File: config.mk
export PLATFORM = sky130hd
export DESIGN_NAME = pst_mem
export DESIGN_NICKNAME = d
export VERILOG_FILES = /design/src/rtl/core/pst_pkg.sv /design/src/rtl/core/pst_mem.sv
export SDC_FILE = /design/constraint.sdc
export NUM_CORES = 2
export LEC_CHECK = 0
export BUFFER_PORTS_ARGS = -buffer_cell sky130_fd_sc_hd__buf_4
export CORE_MARGIN = 2
export CORE_UTILIZATION = 55
export DETAILED_ROUTE_END_ITERATION = 7
export GPL_ROUTABILITY_DRIVEN = 0
export MAX_ROUTING_LAYER = met4
export PLACE_DENSITY_LB_ADDON = 0.3
export SYNTH_ARGS = -nofsm -noshare
export SYNTH_HDL_FRONTEND = slang
export SYNTH_SLANG_ARGS = --single-unit
File: constraint.sdc
create_clock -name clk -period 10.54 [get_ports clk]
set_clock_uncertainty 0.2 [all_clocks]
set_input_delay 0.527 -clock clk [delete_from_list [all_inputs] [get_ports clk]]
set_output_delay 0.527 -clock clk [all_outputs]
set_load 0.02 [all_outputs]
File: src/rtl/core/pst_pkg.sv
`default_nettype none
package pst_pkg;
	localparam int MAX_SEGS_DEF  = 16;
	localparam int FRAC_BITS_DEF = 16;
	localparam int IDX_OUT_W     = 4;
	localparam int TERM_W        = 41;
	localparam logic [TERM_W-1:0] TERM_CAP = {1'b1, 40'b0};

	typedef enum logic [1:0] {OP_CLEAR, OP_ADD, OP_REWIND, OP_EVAL} op_t;
	typedef enum logic [1:0] {ST_OK, ST_FULL, ST_DIVZ, ST_EMPTY} status_t;

	typedef enum logic [3:0] {
		S_IDLE, S_FULL_RD, S_FULL_DATA, S_DIV1, S_DIV1_W, S_DIV2, S_DIV2_W,
		S_EV_RD, S_EV_CMP, S_MUL_SQ, S_MUL_VEL, S_MUL_ALO, S_MUL_AHI, S_SUM, S_OUT
	} state_t;

	typedef struct packed {
		logic signed [31:0] end_time;
		logic signed [31:0] end_pos;
		logic signed [31:0] end_vel;
		logic signed [31:0] accel;
	} seg_t;

	typedef struct packed {
		logic busy;
		logic done;
	} div_stat_t;

	function automatic logic [31:0] abs32(input logic signed [31:0] x);
		return x[31] ? 32'(-x) : 32'(x);
	endfunction
endpackage
`default_nettype wire

File: src/rtl/core/pst_mem.sv
`default_nettype none
module pst_mem import pst_pkg::*; #(
	parameter int DEPTH = MAX_SEGS_DEF,
	parameter int AW    = 4
) (
	input  wire logic          clk,
	input  wire logic          we,
	input  wire logic [AW-1:0] waddr,
	input  wire seg_t          wdata,
	input  wire logic [AW-1:0] raddr,
	output seg_t               rdata
);
	seg_t mem [DEPTH];

	always_ff @(posedge clk) begin
		if (we) begin
			mem[waddr] <= wdata;
		end
	end

	always_ff @(posedge clk) begin
		rdata <= mem[raddr];
	end
endmodule
`default_nettype wire

# Word level (Yosys, flattened, before mapping)
# Memories as Yosys holds them, arrays and structs flattened. A register that Yosys moved wholly into a read port is not among the register bits.
# Index checks and enable logic that the tools add are counted.
# W data, S select, Z words.
[op_classes] n_mux=2
[ops] op="$mux W1" count=2
[totals] register_bits=0 ram_bits=2048 input_bits=138 mem_count=1
[memory_table] memory="mem" depth=16 width=128 rd=1 rd_ports_with_merged_regs=1 write_ports=1 line="pst_mem.sv:13" source="seg_t mem [DEPTH];"

# Depth between registers and ports, before layout
[depth] ltp_word=2 mapped_depth=8 mapped_depth_nobuf=3

# Worst setup path before layout
# Ideal clock, no wire load.
[synth_timing] path_type="in2reg" from="in waddr[2]" to="mem mem[0][0] (netlist bit), enable pin" arrival_ns=9.680 required_ns=9.566 path_slack_ns=-0.114 path_stages=2 path_buffers=0 cell_sequence="or3b_2 nor3_1"
[synth_lines] element="from (decl)" line="pst_mem.sv:8" source="input wire logic [AW-1:0] waddr,"
[synth_lines] element="to (decl)" line="pst_mem.sv:13"
# Straight into the memory's write port.

# Final worst setup path
[layout_timing] from="in waddr[2]" to="mem mem[11][84] (netlist bit), enable pin"
# Straight into the memory's write port.

==> impl_results.md <==
- Clock Latency Late Sink: 0.83 ns
- Global Route met2 Usage: 0.390
- Clk buf depth: 3
- Comb power frac: 0.054
- H-tree depth: 4
- Core Box Area: 143000 sq um
- Flop pwr share: 0.545
- Crit path max fanout: 46
- PwrDens: 195 nW/um^2
- # placed instances: 5413
- First-pass detailed-route iteration total: 6
- Crit path buf inv count: 3
- Share of the synthesized area in the top cell type: 0.774
- Worst path arrival time: 3.55 ns
- WS Path Type: input port to flip-flop
- Largest delay share family, worst path: buffers and inverters
- Synthesized Nets: 3492
- NetSw: 0.00374 W
- Global Route Usage Sum: 0.251
- Final Max Slew Viols: 0
- Net Sw Frac: 0.209
- Max-Cap Viols: 0
- Leakage Power: 29.5 nW
- Final Total Pwr: 0.0179 W
- Worst Setup Start Kind: input port
- Post-Layout Cell Count: 5948
- Register area: 64100 sq um
- Largest cells by area after synthesis: edfxtp_1 (77%), mux4_2 (14%), dfxtp_1 (3.2%)
- Clock root buffer master: clkbuf_16
- Seq/Total Area, Yosys: 0.806
- RSZ-0062 raised after global routing: false
- Fin Hold WS: 0.268 ns
- Finished Cell Area: 91700 sq um
- Hold Vio Cnt, Final: 0
- Flop and latch count out of synthesis: 2176
- CTS tree: built
- Final #Nets: 3983
- Met1 GRT Util: 0.347
- Endpoint type of the worst setup path: flip-flop
- WP data required: 10.77 ns
- GR peak layer: met2
- Multi-input gate area: 14700 sq um
- Placed inst area: 83700 sq um
- ANT nets after route: 0
- Vias/cell: 6.22
- Total die area: 148000 sq um
- Internal cell power: 0.0142 W
- GRT overflow: 0
- DP HPWL: 85.4 mm
- Largest area contributor in the netlist: edfxtp_1
- CTS Sinks: 2176
- Synthesized area: 79500 sq um
- Post-CTS Resized: 0
- Hold WC Path Type: input port to flip-flop
- Die width: 384 microns
- IO Pins: 266
- Share of layout cells above drive strength 1: 0.298
- Fin crit share: 0.315
- Final WL: 178 mm
- Worst-Margin Slew: 1.10 ns
- # DRC: 0
- P&R area growth vs syn: 15.4%
- Worst VDD drop: 0.158 mV
- Setup_tns: 0 ns
- Post-CTS Setup Repair Bufs: 0
- Average cell area after synthesis: 23.7 sq um
- Clock network power share: 0.401
- Max transition margin: 0.267
- Die Y: 384 microns
- Cts bufs inserted: 204
- Fmax: 0.301 GHz
- Hold_buf cts: 129
- Yosys cell types: 26
- GR met3 Demand/Resource: 0.0460
- Syn. warnings: 0
- Outcome: complete, no violations
- Mapped Cells: 3354
- Tmin final: 3.32 ns
- Slowest stage delay, CP: 0.92 ns
- Final setup violation count: 0
- Crit path max-delay cell type: nor2_4
- Fillers: 9244
- Clk slew on worst S/H paths: 0.06 ns
- Critical Path, Cell by Cell: buf_4 > nand3b_1 > nor2_4 > buf_4 > buf_4
- First-pass GRT wire length: 258 mm
- Initial Utilization: 0.554
- Antenna violations before repair: 20
- Via count: 37.0k
- Vias in the first global route: 37.9k
- DR WL/cell: 29.9 microns
- Buffers on Ports: 265
- Maximum number of pins on one net before global-route repair: 157
- Cell mode on critical path: buf_4
- Num rows: 139
- DRT iter0 DRCs: 4240
==> final timing paths <==
kind	startpoint	endpoint	slack (ns)	cells after the start
min	raddr[2]	rdata[55]$_DFF_P_	0.27	3
max reg2reg	mem[2][109]$_DFFE_PP_	rdata[109]$_DFF_P_	8.83	3
max	waddr[2]	mem[11][84]$_DFFE_PP_	7.22	5
min reg2reg	mem[14][23]$_DFFE_PP_	rdata[23]$_DFF_P_	0.45	3
==> cell type report <==
type | instances | share of cell area
Sequential cell | 2176 | 0.699
Multi-Input combinational cell | 1001 | 0.160
Clock buffer | 299 | 0.0634
Timing Repair Buffer | 462 | 0.0428
Tap cell | 1903 | 0.0260
Clock inverter | 87 | 0.00881
Antenna cell | 20 | 0.000546
==> state kept, by name, indices dropped and copies added, names as in the netlist <==
register and cells:
mem 2048, rdata 128
==> cell usage after synthesis <==
| master | count |
|---|---|
| buf_1 | 15 |
| a221oi_1 | 11 |
| nand3b_1 | 2 |
| nor2_1 | 15 |
| or3b_2 | 1 |
| nand2b_1 | 15 |
| clkbuf_1 | 73 |
| or2_2 | 1 |
| mux2i_1 | 25 |
| buf_6 | 8 |
| o21ai_0 | 15 |
| nand3_1 | 1 |
| a22oi_1 | 216 |
| nor3_1 | 4 |
| mux2_2 | 59 |
| o22a_1 | 7 |
| edfxtp_1 | 2048 |
| buf_4 | 35 |
| o221ai_1 | 22 |
| clkbuf_2 | 1 |
| and2_1 | 3 |
| mux4_2 | 479 |
| buf_2 | 45 |
| nand2_1 | 97 |
| nor2b_1 | 28 |
| dfxtp_1 | 128 |
==> layer usage <==
| layer | vias up | share of wire |
|---|---|---|
| met4 | 0 | 0.024 |
| met3 | 275 | 0.081 |
| li1 | 15300 | - |
| met5 | - | 0 |
| met2 | 1576 | 0.49 |
| met1 | 19800 | 0.40 |
==> power by group through the flow <==
stage	registers [W]	logic [W]	clock network, W
floorplan	0.00999	0.000468	0
global placement	0.00993	0.000918	0
detailed placement	0.00994	0.000933	0
CTS	0.00976	0.000984	0.00729
global route	0.00977	0.00104	0.00764
finish	0.00976	0.000972	0.00718
==> worst min-delay path: stages <==
cell and delay [ns]:
clkbuf_8 0.33, nor2b_1 0.20, o22a_1 0.16
==> cell usage in the layout, fill, tap and decap left out, drive strengths merged <==
cell type    synthesis  routed
o221ai              22      22
nand2b              15      15
diode                0      20
inv                  0       9
a221oi              11      11
or3b                 1       1
nand2               97      97
a22oi              216     216
clkinv               0      63
nor2b               28      28
dlygate4sd3          0     129
clkinvlp             0       5
and2                 3       3
nand3b               2       2
mux4               479     479
or2                  1       1
nand3                1       1
edfxtp            2048    2048
clkbuf              74     300
nor2                15      15
dfxtp              128     128
mux2i               25      25
buf                103     332
o21ai               15      15
o22a                 7       7
nor3                 4       4
bufinv               0      10
mux2                59      59
==> metrics by stage <==
stage / worst slack, ns / utilization
after floorplan: 0.186 / -
after global placement: 6.42 / 0.584
after detailed placement: 6.37 / 0.584
after CTS: 7.28 / 0.639
after global routing: 7.11 / 0.639
final: 7.22 / 0.639
==> cells by family (layout without fill, tap and decap cells) <==
logic type             count (synthesis)  count (layout)  synth area share
muxes                                563             563             0.147
AOI/OAI and AO/OA                    271             271            0.0258
buffers and inverters                177             848            0.0115
other                                  0              20                 0
and+or+nand+nor                      167             167           0.00960
DFF                                 2176            2176             0.806
Power figures use the tool's default switching activity.
